**config.mk**
```make
export PLATFORM = sky130hd
export DESIGN_NAME = device_fault_isolation_monitor_flat
export DESIGN_NICKNAME = d
export VERILOG_FILES = /design/src/rtl/core/dfim_pkg.sv /design/src/rtl/core/dfim_in_if.sv /design/src/rtl/core/dfim_out_if.sv /design/src/rtl/core/dfim_update.sv /design/src/rtl/core/device_fault_isolation_monitor.sv /design/src/flat_wrapper.sv
export SDC_FILE = /design/constraint.sdc
export NUM_CORES = 1
export LEC_CHECK = 0
export BUFFER_PORTS_ARGS = -buffer_cell sky130_fd_sc_hd__buf_2
export CORE_ASPECT_RATIO = 1.1
export CORE_MARGIN = 5
export CORE_UTILIZATION = 41
export DETAILED_ROUTE_END_ITERATION = 10
export RECOVER_POWER = 25
export SLEW_MARGIN = 20
export SYNTH_ARGS = -nofsm -noshare
export SYNTH_HDL_FRONTEND = slang
export SYNTH_HIERARCHICAL = 1
export SYNTH_SLANG_ARGS = --single-unit
```
**constraint.sdc**
```tcl
create_clock -name i_clk -period 6.4 [get_ports i_clk]
set_input_delay 1.6 -clock i_clk [delete_from_list [all_inputs] [get_ports i_clk]]
set_output_delay 1.6 -clock i_clk [all_outputs]
set_load 0.05 [all_outputs]
```
**src/rtl/core/dfim_pkg.sv**
```systemverilog
// ----------------------------------------------------------------------------
// dfim_pkg: shared types and constants for the device fault isolation monitor
// Health codes, opcodes, per-device entry layout, configuration set and
// register map used by the monitor and its entry update logic.
// ----------------------------------------------------------------------------
package dfim_pkg;

    localparam int DEVICE_SLOTS = 8;
    localparam int DEV_W        = 3;
    localparam int CNT_W        = 8;
    localparam int ATT_W        = 4;
    localparam int TIME_W       = 32;
    localparam int APB_AW       = 4;
    localparam int APB_DW       = 32;

    localparam logic [CNT_W-1:0]  CNT_MAX         = '1;
    localparam logic [CNT_W-1:0]  RST_THRESHOLD   = 8'd3;
    localparam logic [CNT_W-1:0]  RST_STREAK      = 8'd3;
    localparam logic [TIME_W-1:0] RST_DELAY_MS    = 32'd5000;
    localparam logic [ATT_W-1:0]  RST_MAX_ATTEMPT = 4'd3;

    typedef enum logic [1:0] {
        H_HEALTHY    = 2'd0,
        H_DEGRADED   = 2'd1,
        H_ISOLATED   = 2'd2,
        H_RECOVERING = 2'd3
    } t_health;

    typedef enum logic [1:0] {
        OP_ACCESS  = 2'd0,
        OP_GUARDED = 2'd1,
        OP_RAW     = 2'd2,
        OP_CLEAR   = 2'd3
    } t_op;

    // Register word indexes (byte address = 4 * index)
    typedef enum logic [1:0] {
        REG_THRESHOLD   = 2'd0,
        REG_STREAK      = 2'd1,
        REG_DELAY       = 2'd2,
        REG_MAX_ATTEMPT = 2'd3
    } t_reg;

    typedef struct packed {
        t_health            health;
        logic [CNT_W-1:0]   err_cnt;
        logic [CNT_W-1:0]   succ_cnt;
        logic [TIME_W-1:0]  stamp;
        logic [ATT_W-1:0]   attempts;
    } t_entry;

    typedef struct packed {
        logic [CNT_W-1:0]   threshold;
        logic [CNT_W-1:0]   streak;
        logic [TIME_W-1:0]  delay_ms;
        logic [ATT_W-1:0]   max_attempts;
    } t_cfg;

    typedef struct packed {
        logic allowed;
        logic started;
    } t_verdict;

endpackage

```
**src/rtl/core/dfim_in_if.sv**
```systemverilog
// ----------------------------------------------------------------------------
// dfim_in_if: request channel of the fault isolation monitor
// Valid/ready channel carrying one operation on one device entry.
// ----------------------------------------------------------------------------
interface dfim_in_if;
    logic        valid;
    logic        ready;
    logic [1:0]  opcode;
    logic [2:0]  device_index;
    logic        success;
    logic [31:0] now_ms;

    modport source (output valid, opcode, device_index, success, now_ms, input ready);
    modport sink   (input valid, opcode, device_index, success, now_ms, output ready);
endinterface

```
**src/rtl/core/dfim_out_if.sv**
```systemverilog
// ----------------------------------------------------------------------------
// dfim_out_if: result channel of the fault isolation monitor
// Valid/ready channel carrying the decision and the entry after the step.
// ----------------------------------------------------------------------------
interface dfim_out_if;
    logic        valid;
    logic        ready;
    logic        allowed;
    logic [1:0]  health;
    logic [7:0]  err_cnt;
    logic [7:0]  succ_cnt;
    logic [3:0]  attempts;
    logic        recovery_started;

    modport source (output valid, allowed, health, err_cnt, succ_cnt,
                    attempts, recovery_started, input ready);
    modport sink   (input valid, allowed, health, err_cnt, succ_cnt,
                    attempts, recovery_started, output ready);
endinterface

```
**src/rtl/core/dfim_update.sv**
```systemverilog
// ----------------------------------------------------------------------------
// dfim_update: next-state logic for one device entry
// Applies an access request, an outcome report or a clear to one entry and
// produces the access decision.
// ----------------------------------------------------------------------------
module dfim_update
    import dfim_pkg::*;
(
    input  t_entry             i_cur,
    input  t_op                i_op,
    input  logic               i_ok,
    input  logic [TIME_W-1:0]  i_now,
    input  t_cfg               i_cfg,
    output t_entry             o_nxt,
    output t_verdict           o_verdict
);

    t_entry            w_out;
    logic [TIME_W-1:0] w_elapsed;
    logic [CNT_W-1:0]  w_succ_inc;
    logic [CNT_W-1:0]  w_err_inc;

    assign w_elapsed  = i_now - i_cur.stamp;
    assign w_succ_inc = (i_cur.succ_cnt == CNT_MAX) ? i_cur.succ_cnt : i_cur.succ_cnt + 1'b1;
    assign w_err_inc  = (i_cur.err_cnt == CNT_MAX) ? i_cur.err_cnt : i_cur.err_cnt + 1'b1;

    // Outcome update shared by guarded and raw reports
    always_comb begin
        w_out = i_cur;
        if (i_ok) begin
            w_out.succ_cnt = w_succ_inc;
            if (w_succ_inc >= i_cfg.streak) begin
                w_out.err_cnt = '0;
                if (i_cur.health == H_DEGRADED) begin
                    w_out.health = H_HEALTHY;
                end
            end
        end else begin
            w_out.err_cnt  = w_err_inc;
            w_out.succ_cnt = '0;
            if (w_err_inc >= i_cfg.threshold && i_cur.health != H_ISOLATED) begin
                w_out.health = H_ISOLATED;
                w_out.stamp  = i_now;
            end else if (i_cur.health == H_HEALTHY) begin
                w_out.health = H_DEGRADED;
            end
        end
    end

    // Select the operation
    always_comb begin
        o_nxt             = i_cur;
        o_verdict.allowed = 1'b1;
        o_verdict.started = 1'b0;
        unique case (i_op)
            OP_ACCESS: begin
                if (i_cur.health == H_ISOLATED) begin
                    if (w_elapsed >= i_cfg.delay_ms && i_cur.attempts < i_cfg.max_attempts) begin
                        o_nxt.health      = H_RECOVERING;
                        o_nxt.attempts    = i_cur.attempts + 1'b1;
                        o_verdict.started = 1'b1;
                    end else begin
                        o_verdict.allowed = 1'b0;
                    end
                end
            end
            OP_GUARDED: begin
                o_nxt = w_out;
                // Resolve a recovery still in progress
                if (w_out.health == H_RECOVERING) begin
                    if (i_ok) begin
                        o_nxt.health   = H_HEALTHY;
                        o_nxt.err_cnt  = '0;
                        o_nxt.attempts = '0;
                    end else begin
                        o_nxt.health = H_ISOLATED;
                        o_nxt.stamp  = i_now;
                    end
                end
            end
            OP_RAW: begin
                o_nxt = w_out;
            end
            OP_CLEAR: begin
                o_nxt = '0;
            end
            default: begin
                o_nxt = i_cur;
            end
        endcase
    end

endmodule

```
**src/rtl/core/device_fault_isolation_monitor.sv**
```systemverilog
// ----------------------------------------------------------------------------
// device_fault_isolation_monitor: per-device circuit breaker health table
// A request passes the request register, then one table read-modify-write into
// the result register, where it waits while the result channel stalls.
// Throughput: one request per cycle while the result channel is not stalled;
// the table update is a read-modify-write of one entry, so back-to-back
// requests to the same device chain.
// Reset (i_rst_n low, synchronous): all entries healthy with zero counters and
// stamp, configuration at its defaults, both channels empty.
// ----------------------------------------------------------------------------
module device_fault_isolation_monitor
    import dfim_pkg::*;
(
    input  logic              i_clk,
    input  logic              i_rst_n,
    dfim_in_if.sink           i_req,
    dfim_out_if.source        o_rsp,
    input  logic              psel,
    input  logic              penable,
    input  logic              pwrite,
    input  logic [APB_AW-1:0] paddr,
    input  logic [APB_DW-1:0] pwdata,
    output logic [APB_DW-1:0] prdata,
    output logic              pready
);

    t_entry             r_table [DEVICE_SLOTS];
    t_cfg               r_cfg;
    logic               r_in_vld;
    t_op                r_op;
    logic [DEV_W-1:0]   r_dev;
    logic               r_ok;
    logic [TIME_W-1:0]  r_now;
    logic               r_out_vld;
    t_verdict           r_verdict;
    t_entry             r_res;

    t_entry             w_nxt;
    t_verdict           w_verdict;
    logic               w_advance;
    logic               w_work;
    logic               w_cfg_wr;
    t_reg               w_reg;

    // Pipeline flow control
    assign w_advance   = !r_out_vld || o_rsp.ready;
    assign w_work      = r_in_vld && w_advance;
    assign i_req.ready = !r_in_vld || w_advance;

    assign w_reg    = t_reg'(paddr[APB_AW-1:2]);
    assign w_cfg_wr = psel && penable && pwrite && pready;
    assign pready   = 1'b1;

    dfim_update u_update (
        .i_cur     (r_table[r_dev]),
        .i_op      (r_op),
        .i_ok      (r_ok),
        .i_now     (r_now),
        .i_cfg     (r_cfg),
        .o_nxt     (w_nxt),
        .o_verdict (w_verdict)
    );

    // Control, table and configuration registers
    always_ff @(posedge i_clk) begin
        if (!i_rst_n) begin
            r_in_vld           <= 1'b0;
            r_out_vld          <= 1'b0;
            r_cfg.threshold    <= RST_THRESHOLD;
            r_cfg.streak       <= RST_STREAK;
            r_cfg.delay_ms     <= RST_DELAY_MS;
            r_cfg.max_attempts <= RST_MAX_ATTEMPT;
            for (int i = 0; i < DEVICE_SLOTS; i++) begin
                r_table[i] <= '0;
            end
        end else begin
            if (i_req.ready) begin
                r_in_vld <= i_req.valid;
            end
            if (w_advance) begin
                r_out_vld <= r_in_vld;
            end
            if (w_work) begin
                r_table[r_dev] <= w_nxt;
            end
            if (w_cfg_wr) begin
                unique case (w_reg)
                    REG_THRESHOLD:   r_cfg.threshold    <= pwdata[CNT_W-1:0];
                    REG_STREAK:      r_cfg.streak       <= pwdata[CNT_W-1:0];
                    REG_DELAY:       r_cfg.delay_ms     <= pwdata[TIME_W-1:0];
                    REG_MAX_ATTEMPT: r_cfg.max_attempts <= pwdata[ATT_W-1:0];
                    default:         r_cfg              <= r_cfg;
                endcase
            end
        end
    end

    // Capture request and result payloads
    always_ff @(posedge i_clk) begin
        if (i_req.valid && i_req.ready) begin
            r_op  <= t_op'(i_req.opcode);
            r_dev <= i_req.device_index;
            r_ok  <= i_req.success;
            r_now <= i_req.now_ms;
        end
        if (w_work) begin
            r_verdict <= w_verdict;
            r_res     <= w_nxt;
        end
    end

    // Register read back
    always_comb begin
        unique case (w_reg)
            REG_THRESHOLD:   prdata = {{(APB_DW-CNT_W){1'b0}}, r_cfg.threshold};
            REG_STREAK:      prdata = {{(APB_DW-CNT_W){1'b0}}, r_cfg.streak};
            REG_DELAY:       prdata = r_cfg.delay_ms;
            REG_MAX_ATTEMPT: prdata = {{(APB_DW-ATT_W){1'b0}}, r_cfg.max_attempts};
            default:         prdata = '0;
        endcase
    end

    assign o_rsp.valid            = r_out_vld;
    assign o_rsp.allowed          = r_verdict.allowed;
    assign o_rsp.recovery_started = r_verdict.started;
    assign o_rsp.health           = r_res.health;
    assign o_rsp.err_cnt          = r_res.err_cnt;
    assign o_rsp.succ_cnt         = r_res.succ_cnt;
    assign o_rsp.attempts         = r_res.attempts;

endmodule

```
**src/flat_wrapper.sv**
```systemverilog
// flat-port wrapper written by rule: the top's interface ports become plain ports
module device_fault_isolation_monitor_flat import dfim_pkg::*;
  (i_clk, i_rst_n, psel, penable, pwrite, paddr, pwdata, prdata, pready, i_req_valid, i_req_opcode, i_req_device_index, i_req_success, i_req_now_ms, i_req_ready, o_rsp_valid, o_rsp_allowed, o_rsp_health, o_rsp_err_cnt, o_rsp_succ_cnt, o_rsp_attempts, o_rsp_recovery_started, o_rsp_ready);
  dfim_in_if i_req_i ();
  dfim_out_if o_rsp_i ();
  input  logic i_clk;
  input  logic i_rst_n;
  input  logic psel;
  input  logic penable;
  input  logic pwrite;
  input  logic [APB_AW-1:0] paddr;
  input  logic [APB_DW-1:0] pwdata;
  output logic [APB_DW-1:0] prdata;
  output logic pready;
  input wire logic [$bits(i_req_i.valid)-1:0] i_req_valid;
  input wire logic [$bits(i_req_i.opcode)-1:0] i_req_opcode;
  input wire logic [$bits(i_req_i.device_index)-1:0] i_req_device_index;
  input wire logic [$bits(i_req_i.success)-1:0] i_req_success;
  input wire logic [$bits(i_req_i.now_ms)-1:0] i_req_now_ms;
  output wire logic [$bits(i_req_i.ready)-1:0] i_req_ready;
  output wire logic [$bits(o_rsp_i.valid)-1:0] o_rsp_valid;
  output wire logic [$bits(o_rsp_i.allowed)-1:0] o_rsp_allowed;
  output wire logic [$bits(o_rsp_i.health)-1:0] o_rsp_health;
  output wire logic [$bits(o_rsp_i.err_cnt)-1:0] o_rsp_err_cnt;
  output wire logic [$bits(o_rsp_i.succ_cnt)-1:0] o_rsp_succ_cnt;
  output wire logic [$bits(o_rsp_i.attempts)-1:0] o_rsp_attempts;
  output wire logic [$bits(o_rsp_i.recovery_started)-1:0] o_rsp_recovery_started;
  input wire logic [$bits(o_rsp_i.ready)-1:0] o_rsp_ready;
  assign i_req_i.valid = i_req_valid;
  assign i_req_i.opcode = i_req_opcode;
  assign i_req_i.device_index = i_req_device_index;
  assign i_req_i.success = i_req_success;
  assign i_req_i.now_ms = i_req_now_ms;
  assign i_req_ready = i_req_i.ready;
  assign o_rsp_valid = o_rsp_i.valid;
  assign o_rsp_allowed = o_rsp_i.allowed;
  assign o_rsp_health = o_rsp_i.health;
  assign o_rsp_err_cnt = o_rsp_i.err_cnt;
  assign o_rsp_succ_cnt = o_rsp_i.succ_cnt;
  assign o_rsp_attempts = o_rsp_i.attempts;
  assign o_rsp_recovery_started = o_rsp_i.recovery_started;
  assign o_rsp_i.ready = o_rsp_ready;
  device_fault_isolation_monitor u_core (.i_clk(i_clk), .i_rst_n(i_rst_n), .i_req(i_req_i), .o_rsp(o_rsp_i), .psel(psel), .penable(penable), .pwrite(pwrite), .paddr(paddr), .pwdata(pwdata), .prdata(prdata), .pready(pready));
endmodule
```
# --- Yosys cells after proc, flatten, opt, wreduce, memory -nomap -nowiden ---
# Memory sizes are Yosys's and may differ from the RTL's. A register that Yosys moved wholly into a read port is not among the register bits.
# Cells that the tools add are included.
totals:
  regBits: 116
  ramBits: 432
  inputBits: 81
  memories: 1
op_classes:
  addsub: 4
  order_cmp: 4
  eq_ne: 12
  muxes: 32
  n_reduce_logical: 19
mem_list:
  columns: ["name", "words", "word_bits", "read_ports", "rd_ports_with_merged_regs", "wr", "line_no", "rtl"]
  rows:
  - ["u_core.r_table", 8, 54, 1, 1, 8, "device_fault_isolation_monitor.sv:27", "t_entry r_table [DEVICE_SLOTS];"]
op_table:
  columns: ["operator", "n"]
  rows:
  - ["case mux 48 bit (3 select lines)", 1]
  - ["case mux 32 bit (4 select lines)", 1]
  - ["two-way mux 32 bit", 3]
  - ["two-way mux 54 bit", 1]
  - ["OR reduction 54 bit", 1]
  - ["two-way mux 36 bit", 1]
  - [">= comparator 32 bit", 1]
  - ["subtractor 32 bit", 1]
  - ["two-way mux 8 bit", 3]
  - ["two-way mux 10 bit", 2]
  - ["two-way mux 18 bit", 1]
  - ["adder 8 x 1 -> 8 bit (second input constant)", 2]
  - ["equality test 8 bit (second input constant)", 2]
  - [">= comparator 8 bit", 2]
  - ["case mux 4 bit (4 select lines)", 1]
  - ["equality test 2 bit (second input constant)", 6]
  - ["two-way mux 2 bit", 6]
  - ["two-way mux 4 bit", 3]
  - ["AND reduction 2 bit", 5]
  - ["case mux 2 bit (4 select lines)", 1]
  - ["equality test 2 x 1 -> 1 bit (second input constant)", 3]
  - ["logical AND 1 bit", 6]
  - ["logical NOT 2 bit", 3]
  - ["two-way mux 1 bit", 6]
  - ["6 further kinds", 9]

# --- Logic depth before layout (Yosys ltp) ---
# Gate-level depths: netlist of run 1.
depth:
  depth_word: 10
  ltp_mapped: 25
  depth_no_buf: 23

# --- By module ---
# The synthesis of run 1 kept the hierarchy.
modules_own_cells:
  columns: ["module", "instances", "cells_per_inst", "area_each_um2"]
  rows:
  - ["device_fault_isolation_monitor", 1, 1466, 23736.5]
  - ["dfim_update", 1, 641, 4341.7]

# --- Least setup slack after synthesis of run 1 ---
# Ideal clock, no wire load.
synth_path:
  kind: "reg-to-reg"
  startpoint: "reg with a tool-made name"
  endpoint: "mem u_core/r_table[0][3] in the netlist's numbering (data pin)"
  setup_time_ns: 0.133
  arrival_ns: 5.217
  required_ns: 6.267
  slack_ns: 1.050
  path_stages_with_launch: 25
  cell_sequence: "dfxtp_1 buf_2 buf_2 mux4_2 mux2_2 inv_1 ha_1 nor2b_1 o211ai_4 a211oi_2 o21ai_2 a21o_2 a211o_1 a211o_1 nand3_1 ha_1 a21o_1 a21o_1 a21oi_1 o21ai_0 and2_1 a211oi_1 nor3_1 o21ai_0 and2_1"
synth_lines:
  columns: ["item", "line_no"]
  rows:
  - ["end: declaration", "device_fault_isolation_monitor.sv:27"]

==> impl_metrics.csv, run 1 <==
group,metric,value,unit
outcome,status,"finished, violations left",
outcome,violations,"capacitance limit, slew limit",
synthesis,netlist_instances,2107,
cells_and_area,n_fill_cell,6051,
worst_setup_path,critical_path_class,"flop to flop",
drt,wl_per_cell,23.48,um
worst_hold_path,hold_depth,2,
cells_and_area,utilization,47.58,%
job,cap_violations,5,
synthesis,synth_edf_count,494,
placed_design,dp_slack,0.05573,ns
sta,relSlewSlack,-75.30,%
placed_design,place_area,30280,um^2
sta,worst_pin_slew,2.630,ns
worst_setup_path,r2r_slack,0.25,ns
power_and_ir_drop,p_leak,12.30,nW
drt,routed_via_density,5.496,
worst_hold_path,hp-class,"flop to flop",
synthesis,avgSynthCellArea,13.33,um^2
synthesis,yosysSeqAreaShare,56.90,%
die,die_y,284.5,um
cells_and_area,nets,2463,
cells_and_area,fin_cells,3266,
sta,final_max_slew_viol_count,175,
synthesis,synth_nets,2274,
power_and_ir_drop,vdd_drop_max,227.3,uV
cells_and_area,layout_common_cells,"edfxtp_1, and2_1, nand2_1, mux4_2, buf_2",
synthesis,netlist.area_leader.share,52.83,%
cells_and_area,area_growth,14.93,%
worst_hold_path,hold_path_end,"u_core/r_cfg[19]$_SDFFE_PN0P_",
global_route,grt_pass1_vias,18545,
clock_network,cts-root-buf,"clkbuf_16",
worst_setup_path,end_kind,"flop",
drt,drt_iter0_markers,1316,
drt,wirelength,76700,um
die,die_area,73820,um^2
sta,setup_slack,0.2456,ns
synthesis,synth_warnings,6,
placed_design,gp_congestion,0.8531,
global_route,grt_pass1_wl,114200,um
worst_setup_path,cp_max_fo,11,
clock_network,cts_tree,"done",
power_and_ir_drop,power.density,290.2,nW/um^2
synthesis,synth_area_leaders,"edfxtp_1, and2_1, mux4_2",
drt,num_vias,17951,
worst_setup_path,r2r_cells,25,
drt,drtPass1Iterations,5,
clock_network,cts_num_sinks,551,
placed_design,dp_cells,3148,
sta,tns,0,ns
die,initial_core_util,41.40,%
clock_network,htree_levels,2,
placed_design,io_buffers,136,
drt,route.detailed.drc,0,
cells_and_area,final_common_cell,"edfxtp_1",
global_route,antenna_found_initial,0,
worst_setup_path,critPathRequiredTime,6.77,ns
sta,min_period,6.154,ns
synthesis,yosysUniqueCellTypes,78,
die,die_x,259.5,um
sta,finClkSkew,0.02190,ns
synthesis,synth_top_cell_by_area,"edfxtp_1",
placed_design,hpwl,47460,um
worst_setup_path,r2r_end,"u_core/r_table[4][0]$_SDFFCE_PN0P_",
drt,ant_nets,0,
global_route,gr-usage-all-layers,20.28,%
clock_network,clockBufferDepth,3,
worst_setup_path,critPathLaunchType,"flop",
synthesis,ys.flop_type,"edfxtp_1",
cells_and_area,seq_area,15980,um^2
sta,final_hold_viol_count,0,
cells_and_area,multiInputGateArea,11230,um^2
synthesis,async_flop_share,0,%
cells_and_area,drive_gt1_share,21.82,%
worst_setup_path,arrival,6.53,ns
worst_hold_path,worstHoldStart,"u_core/r_cfg[19]$_SDFFE_PN0P_",
sta,setup_viol,0,
clock_network,cts.hold.buffers_added,0,
clock_network,clk_latency,0.62,ns
global_route,grt_max_degree,86,
clock_network,clkSlewWorstSetupHoldPaths,0.06,ns
die,fp-row-count,100,
synthesis,synth_seq_cells,551,
die,pin_count,140,
sta,period_share,96.16,%
global_route,grt-ovfl-total,0,
cells_and_area,fin_area,32270,um^2
die,core-area,67820,um^2
sta,clock.fmax,162.5,MHz
clock_network,cts_inserted_buffers,60,
synthesis,syn_area,28080,um^2
routing by layer:
| metal | vias up | part of all wire, % | routed length [um] | global-route usage [%] |
|---|---|---|---|---|
| met3 | 127 | 6.0 | 4565 | 3.196 |
| met1 | 9152 | 42 | 32550 | 27.45 |
| li1 | 8124 | - | - | - |
| met4 | 0 | 2.6 | 1993 | 5.430 |
| met2 | 548 | 49 | 37590 | 34.30 |
| met5 | - | 0 | 0 | 0 |
sequential cells by signal, summed over array words and instances, names as in the netlist, 2 cells and up, named ones only:
register / cells
u_core/o_rsp.health: 2
u_core/r_dev: 3
u_core/r_table: 432
u_core/r_now: 32
u_core/o_rsp.succ_cnt: 8
u_core/r_op: 2
u_core/o_rsp.attempts: 4
u_core/o_rsp.err_cnt: 8
u_core/r_cfg: 52
where the power goes:
| part | leakage, nW | total, mW | internal [mW] | switching [mW] |
|---|---|---|---|---|
| sequential | 5.53 | 4.13 | 4.06 | 0.0678 |
| combinational | 5.76 | 1.67 | 0.675 | 0.994 |
| clock | 1.00 | 3.56 | 2.13 | 1.43 |
synth_stat cells, types with 44 or more instances:
| cell | n |
|---|---|
| a21oi_1 | 44 |
| and2_1 | 467 |
| clkbuf_1 | 55 |
| dfxtp_1 | 57 |
| edfxtp_1 | 494 |
| ha_1 | 85 |
| inv_1 | 98 |
| mux2_2 | 59 |
| mux2i_1 | 49 |
| mux4_2 | 112 |
| nand2_1 | 121 |
| nor2_1 | 53 |
cells by family (layout without fill, tap and decap cells):
kind of cell / count (synthesis) / in the layout / synth area share (%)
simple gates: 781 / 781 / 16.22
buf+inv: 211 / 451 / 3.159
mux: 220 / 220 / 13.10
flops: 551 / 551 / 56.90
fa+ha+maj: 86 / 86 / 3.859
compound gates: 228 / 228 / 5.847
xor+xnor: 29 / 29 / 0.9046
other cells: 1 / 2 / 0.01336
cell type report:
type                    count  share of cell area [%]
diodes                      1                0.007755
clock buffers              75                   5.083
clock inverters            38                   1.256
inverters                 100                   1.167
multi-input cells        1345                   34.81
flip-flops and latches    551                   49.53
well taps                 918                   3.559
repair buffers            238                   4.587
critical path, cell delays in order (launching register included):
cell and delay [ns]:
dfxtp_4 0.50, buf_12 0.15, mux4_2 0.49, mux2_2 0.30, inv_1 0.16, ha_1 0.15, nor2b_1 0.27, o211ai_4 0.14
a211oi_4 0.38, o21ai_2 0.15, a21o_2 0.24, a211o_1 0.31, a211o_1 0.27, nand3_1 0.08, ha_1 0.24, a21o_1 0.16
a21o_1 0.17, a21oi_1 0.13, o21ai_0 0.21, and2_1 0.28, a211o_1 0.38, buf_4 0.19, a31oi_1 0.15, a31oi_1 0.08
buf_4 0.20, and2_1 0.14
how the worst max path moves through the flow:
stage / start / to / slack (ns) / cells after the start
after global routing: flop / u_core/r_table[7][0]$_SDFFCE_PN0P_ / -0.002 / 25
after global placement: flop / u_core/r_table[2][2]$_SDFFCE_PN0P_ / 0.13 / 24
final: flop / u_core/r_table[4][0]$_SDFFCE_PN0P_ / 0.25 / 25
after CTS: flop / u_core/r_table[3][2]$_SDFFCE_PN0P_ / 0.05 / 24
after floorplan: flop / u_core/r_table[0][3]$_SDFFCE_PN0P_ / 1.05 / 24
after detailed placement: flop / u_core/r_table[3][2]$_SDFFCE_PN0P_ / 0.06 / 24
per-stage QoR:
step                      hold slack (ns)  power, mW
after global placement             0.4605      5.818
after CTS                          0.4809      9.433
after floorplan                    0.4432      5.273
final                              0.4747      9.366
after global routing               0.4977      9.747
after detailed placement           0.4694      5.860
timing repair:
| action | CTS | global route |
|---|---|---|
| resized for setup | 0 | 6 |
| buffers inserted | 0 | 4 |
| endpoints found under the hold margin | 0 | 0 |
| setup endpoints to repair | 0 | 45 |
(Power assumes the default switching activity.)
==> inputs of run 2 (changes only) <==
- clock period: 6.4 -> 7.5 ns (I/O delays scaled with it)
==> impl_metrics.csv, run 2 (synthesis results as in run 1) <==
group,metric,value,unit
worst_setup_path,r2r_slack,0.88,ns
placed_design,dp_slack,0.8842,ns
sta,holdWs,0.4759,ns
worst_setup_path,critPathRequiredTime,8.00,ns
worst_setup_path,r2r_end,"u_core/r_table[6][0]$_SDFFCE_PN0P_",
placed_design,gp_congestion,0.8339,
power_and_ir_drop,p_leak,11.94,nW
cells_and_area,nets,2406,
global_route,gr-usage-all-layers,20.35,%
worst_hold_path,worstHoldStart,"u_core/r_cfg[22]$_SDFFE_PN0P_",
clock_network,clockBufferDepth,3,
sta,min_period,6.615,ns
power_and_ir_drop,finalPower,7.758,mW
cells_and_area,final_common_cell,"edfxtp_1",
sta,setup_viol,0,
worst_setup_path,critPathSlowestCell,"dfxtp_4",
drt,drtPass1Iterations,6,
die,die_x,259.5,um
job,cap_violations,8,
drt,num_vias,17651,
sta,tns,0,ns
worst_setup_path,end_kind,"flop",
global_route,grt_pass1_vias,18287,
cells_and_area,n_fill_cell,6129,
drt,route.detailed.drc,0,
cells_and_area,largestRegisters,"u_core/r_table x432, u_core/r_cfg x52, u_core/r_now x32",
placed_design,hpwl,47510,um
die,pin_count,140,
worst_hold_path,hold_path_end,"u_core/r_cfg[22]$_SDFFE_PN0P_",
cells_and_area,drive_gt1_share,18.67,%
worst_hold_path,hold_depth,2,
clock_network,cts_num_sinks,551,
worst_setup_path,cp_max_fo,31,
worst_setup_path,r2r_cells,25,
sta,final_max_slew_viol_count,220,
worst_hold_path,hp-class,"flop to flop",
sta,clock.fmax,151.2,MHz
sta,finClkSkew,0.03698,ns
placed_design,place_area,29920,um^2
clock_network,clkSlewWorstSetupHoldPaths,0.06,ns
global_route,grt_pass1_wl,114500,um
sta,setup_slack,0.8847,ns
worst_setup_path,critPathLaunchType,"flop",
clock_network,cts_resized,0,
cells_and_area,diodes,0,
worst_setup_path,arrival,7.11,ns
cells_and_area,top_register,"u_core/r_table",
clock_network,cts_inserted_buffers,59,
clock_network,cts-root-buf,"clkbuf_16",
power_and_ir_drop,vdd_drop_max,176.1,uV
cells_and_area,area_growth,12.87,%
die,initial_core_util,41.40,%
worst_setup_path,max_stage_delay,0.64,ns
power_and_ir_drop,power.density,244.8,nW/um^2
outcome,violations,"capacitance limit, slew limit",
global_route,grt_max_degree,86,
cells_and_area,largest_reg_flops,432,
drt,routed_via_density,5.507,
placed_design,io_buffers,136,
clock_network,clk_latency,0.64,ns
clock_network,htree_levels,2,
drt,ant_nets,0,
sta,period_share,88.20,%
sta,final_hold_viol_count,0,
clock_network,post_cts_buffers,0,
die,die_area,73820,um^2
outcome,status,"finished, violations left",
die,die_y,284.5,um
drt,drt_iter0_markers,1321,
die,core-area,67820,um^2
drt,wl_per_cell,23.94,um
sta,rsz0062_at_grt,"false",
sta,relSlewSlack,-41.36,%
cells_and_area,fin_cells,3205,
die,fp-row-count,100,
global_route,antenna_found_initial,3,
cells_and_area,utilization,46.73,%
sta,worst_pin_slew,2.120,ns
drt,wirelength,76740,um
clock_network,cts_tree,"done",
clock_network,cts.hold.buffers_added,0,
cells_and_area,fin_area,31690,um^2
worst_setup_path,critical_path_class,"flop to flop",
cells_and_area,layout_common_cells,"edfxtp_1, and2_1, nand2_1, mux4_2, buf_2",
global_route,grt-ovfl-total,0,
placed_design,dp_cells,3096,
run 2: cell types whose count changed in the layout (fill, tap and decap cells not counted), sizes merged, moves of 2 or more:
cell and change:
buf -61, bufinv -2, clkbuf +8, clkinv -4, clkinvlp -2
run 2: critical path, delay by kind of cell, from the launching register on:
family / cells / cell delay [ns]
AOI/OAI and AO/OA: 13 / 2.75
DFF: 1 / 0.64
adders and majority gates: 2 / 0.55
and+or+nand+nor: 3 / 0.68
muxes: 2 / 0.85
buffers and inverters: 5 / 0.97
run 2: final cells by class:
cell class / instances / area [um^2] / share of cell area [%]
clock inverter: 31 / 346.6 / 1.094
tap: 918 / 1149 / 3.624
sequential: 551 / 15980 / 50.44
timing repair buffer: 182 / 1072 / 3.383
clock buffer: 78 / 1578 / 4.978
inverter: 100 / 375.4 / 1.184
multi-input combinational: 1345 / 11190 / 35.30
run 2: how the worst max path moves through the flow:
stage,startpoint,endpoint,slack (ns),depth (start not counted)
global placement,flop,u_core/r_table[5][1]$_SDFFCE_PN0P_,0.93,23
finish,flop,u_core/r_table[6][0]$_SDFFCE_PN0P_,0.88,25
global route,flop,u_core/r_table[2][0]$_SDFFCE_PN0P_,0.46,25
detailed placement,flop,u_core/r_table[7][1]$_SDFFCE_PN0P_,0.88,25
floorplan,flop,u_core/r_table[0][3]$_SDFFCE_PN0P_,2.15,24
CTS,flop,u_core/r_table[7][1]$_SDFFCE_PN0P_,0.88,25
run 2: routing by layer:
layer	part of all wire (%)	global-route usage, %
met1	42	27.68
met2	50	34.83
met4	1.9	4.466
met5	0	0
met3	6.2	3.036
run 2: where the power goes:
part	switching (mW)	total, mW	internal (mW)	leakage [nW]
Clock	1.21	2.90	1.69	0.931
Sequential	0.0621	3.53	3.47	5.53
Combinational	0.817	1.33	0.516	5.48
Total	2.09	7.76	5.67	11.9
==> inputs of run 3 (changes only) <==
- BUFFER_PORTS_ARGS: -buffer_cell sky130_fd_sc_hd__buf_2 -> not set
- DONT_BUFFER_PORTS: not set -> 1
- PLACE_DENSITY: not set -> 0.59
==> impl_metrics.csv, run 3 (synthesis results as in run 1) <==
group,metric,value,unit
sta,worst_pin_slew,3.085,ns
clock_network,htree_levels,2,
worst_setup_path,critical_path_class,"flop to flop",
global_route,grt_pass1_wl,113100,um
drt,route.detailed.drc,0,
cells_and_area,seq_area,15980,um^2
power_and_ir_drop,finalPower,7.731,mW
clock_network,cts-root-buf,"clkbuf_16",
die,initial_core_util,41.40,%
global_route,grt_max_degree,87,
global_route,antenna_found_initial,3,
global_route,grt_use_met1,27.40,%
worst_setup_path,max_stage_delay,0.65,ns
worst_setup_path,end_kind,"flop",
worst_setup_path,worst-path-buf-inv,2,
sta,tns,0,ns
cells_and_area,nets,2263,
sta,setup_viol,0,
sta,final_max_slew_viol_count,64,
global_route,gr-max-usage-layer,"met2",
drt,num_vias,17276,
placed_design,place_area,29070,um^2
cells_and_area,largest_reg_flops,432,
global_route,grt_pass1_vias,17607,
die,fp-row-count,100,
drt,routed_via_density,5.635,
placed_design,io_buffers,0,
worst_setup_path,critPathRequiredTime,7.89,ns
placed_design,dp_cells,2953,
drt,wirelength,75810,um
die,die_y,284.5,um
outcome,violations,"capacitance limit, slew limit",
cells_and_area,final_common_cell,"edfxtp_1",
worst_setup_path,arrival,7.20,ns
cells_and_area,area_growth,9.937,%
sta,clock.fmax,146.7,MHz
drt,drtPass1Iterations,5,
die,core-area,67820,um^2
cells_and_area,top_register,"u_core/r_table",
die,die_area,73820,um^2
worst_hold_path,hp-class,"flop to flop",
worst_setup_path,crit_chain,"buf_4 -> mux4_2 -> mux2_2 -> inv_1 -> ha_1 -> a2111oi_0 -> o21ai_1 -> o211ai_1 -> a21oi_1 -> or3_1 -> o211ai_1 -> nand2_1 -> o211ai_1 -> ha_1 -> a21o_1 -> a21o_1 -> a21oi_1 -> o221ai_1 -> a211o_1 -> nand4_1 -> nand3_1 -> and2_1",
clock_network,cts_inserted_buffers,59,
global_route,use_met2,33.65,%
worst_setup_path,path_common_cell,"o211ai_1",
clock_network,cts_resized,0,
drt,wl_per_cell,24.73,um
clock_network,cts_num_sinks,551,
cells_and_area,multiInputGateArea,11110,um^2
sta,min_period,6.817,ns
sta,rsz0062_at_grt,"false",
cells_and_area,largestRegisters,"u_core/r_table x432, u_core/r_cfg x52, u_core/r_now x32",
clock_network,clk_latency,0.63,ns
worst_setup_path,critPathSlowestCell,"dfxtp_4",
global_route,gr-usage-all-layers,20.19,%
clock_network,post_cts_buffers,0,
cells_and_area,n_fill_cell,6108,
cells_and_area,layout_common_cells,"edfxtp_1, and2_1, nand2_1, mux4_2, inv_1",
sta,holdWs,0.4721,ns
sta,final_hold_viol_count,0,
placed_design,gp_congestion,0.8172,
placed_design,hpwl,46090,um
outcome,status,"finished, violations left",
clock_network,cts_tree,"done",
power_and_ir_drop,power.density,250.5,nW/um^2
sta,period_share,90.89,%
global_route,grt-ovfl-total,0,
cells_and_area,fin_area,30870,um^2
clock_network,clkSlewWorstSetupHoldPaths,0.06,ns
sta,finClkSkew,0.03465,ns
clock_network,clockBufferDepth,3,
cells_and_area,fin_cells,3066,
sta,relSlewSlack,-105.7,%
die,die_x,259.5,um
worst_setup_path,path_delay_family,"compound AO/OA/AOI/OAI gates",
worst_setup_path,critPathLaunchType,"flop",
job,cap_violations,2,
power_and_ir_drop,vdd_drop_max,185.2,uV
drt,drt_iter0_markers,1525,
cells_and_area,drive_gt1_share,14.55,%
global_route,use_met3,3.844,%
die,pin_count,140,
drt,ant_nets,0,
worst_setup_path,cp_max_fo,20,
clock_network,cts.hold.buffers_added,0,
power_and_ir_drop,p_leak,11.41,nW
==> run 3: cell count changes in the layout (fill, tap and decap cells not counted), sizes merged <==
cell,previous run,this run
buf,141,37
clkbuf,119,94
clkinv,21,12
clkinvlp,3,0
diode,0,3
inv,101,100
==> run 3: layout make-up <==
type	instances	area share, %
timing repair buffer	39	0.9647
sequential	551	51.78
inverter	100	1.216
antenna	3	0.02432
clock inverter	18	0.8917
tap	918	3.721
clock buffer	92	5.411
multi-input combinational	1345	35.99
==> run 3: per-stage QoR <==
stage	setup WS (ns)	utilization (%)
after floorplan	2.150	-
after global placement	0.7387	42.87
after detailed placement	0.6716	42.87
after CTS	0.6586	45.74
after global routing	0.1403	45.51
final	0.6830	45.52
==> run 3: report_power, final <==
part | internal [mW] | total, mW | switching [mW]
clock | 1.73 | 2.92 | 1.19
sequential | 3.47 | 3.57 | 0.0966
combinational | 0.486 | 1.24 | 0.757
==> run 3: worst paths after layout <==
| kind | endpoint | slack (ns) | start | depth (start not counted) |
|---|---|---|---|---|
| min | u_core/r_cfg[22]$_SDFFE_PN0P_ | 0.47 | u_core/r_cfg[22]$_SDFFE_PN0P_ | 2 |
| max | u_core/r_table[5][2]$_SDFFCE_PN0P_ | 0.68 | flop | 22 |
| min reg2reg | u_core/r_cfg[22]$_SDFFE_PN0P_ | 0.47 | u_core/r_cfg[22]$_SDFFE_PN0P_ | 2 |
| max reg2reg | u_core/r_table[5][2]$_SDFFCE_PN0P_ | 0.68 | flop | 22 |
==> run 3: per-layer routing <==
layer  wire length, um  part of all wire, %
met3              5528                  7.3
met5                16                0.021
met4              1932                  2.5
met2             36060                   48
met1             32270                   43
==> run 3: worst min-delay path, delay by kind of cell (launching register included) <==
family | cells | cell delay [ns]
flops | 1 | 0.32
simple gates | 1 | 0.05
mux | 1 | 0.05
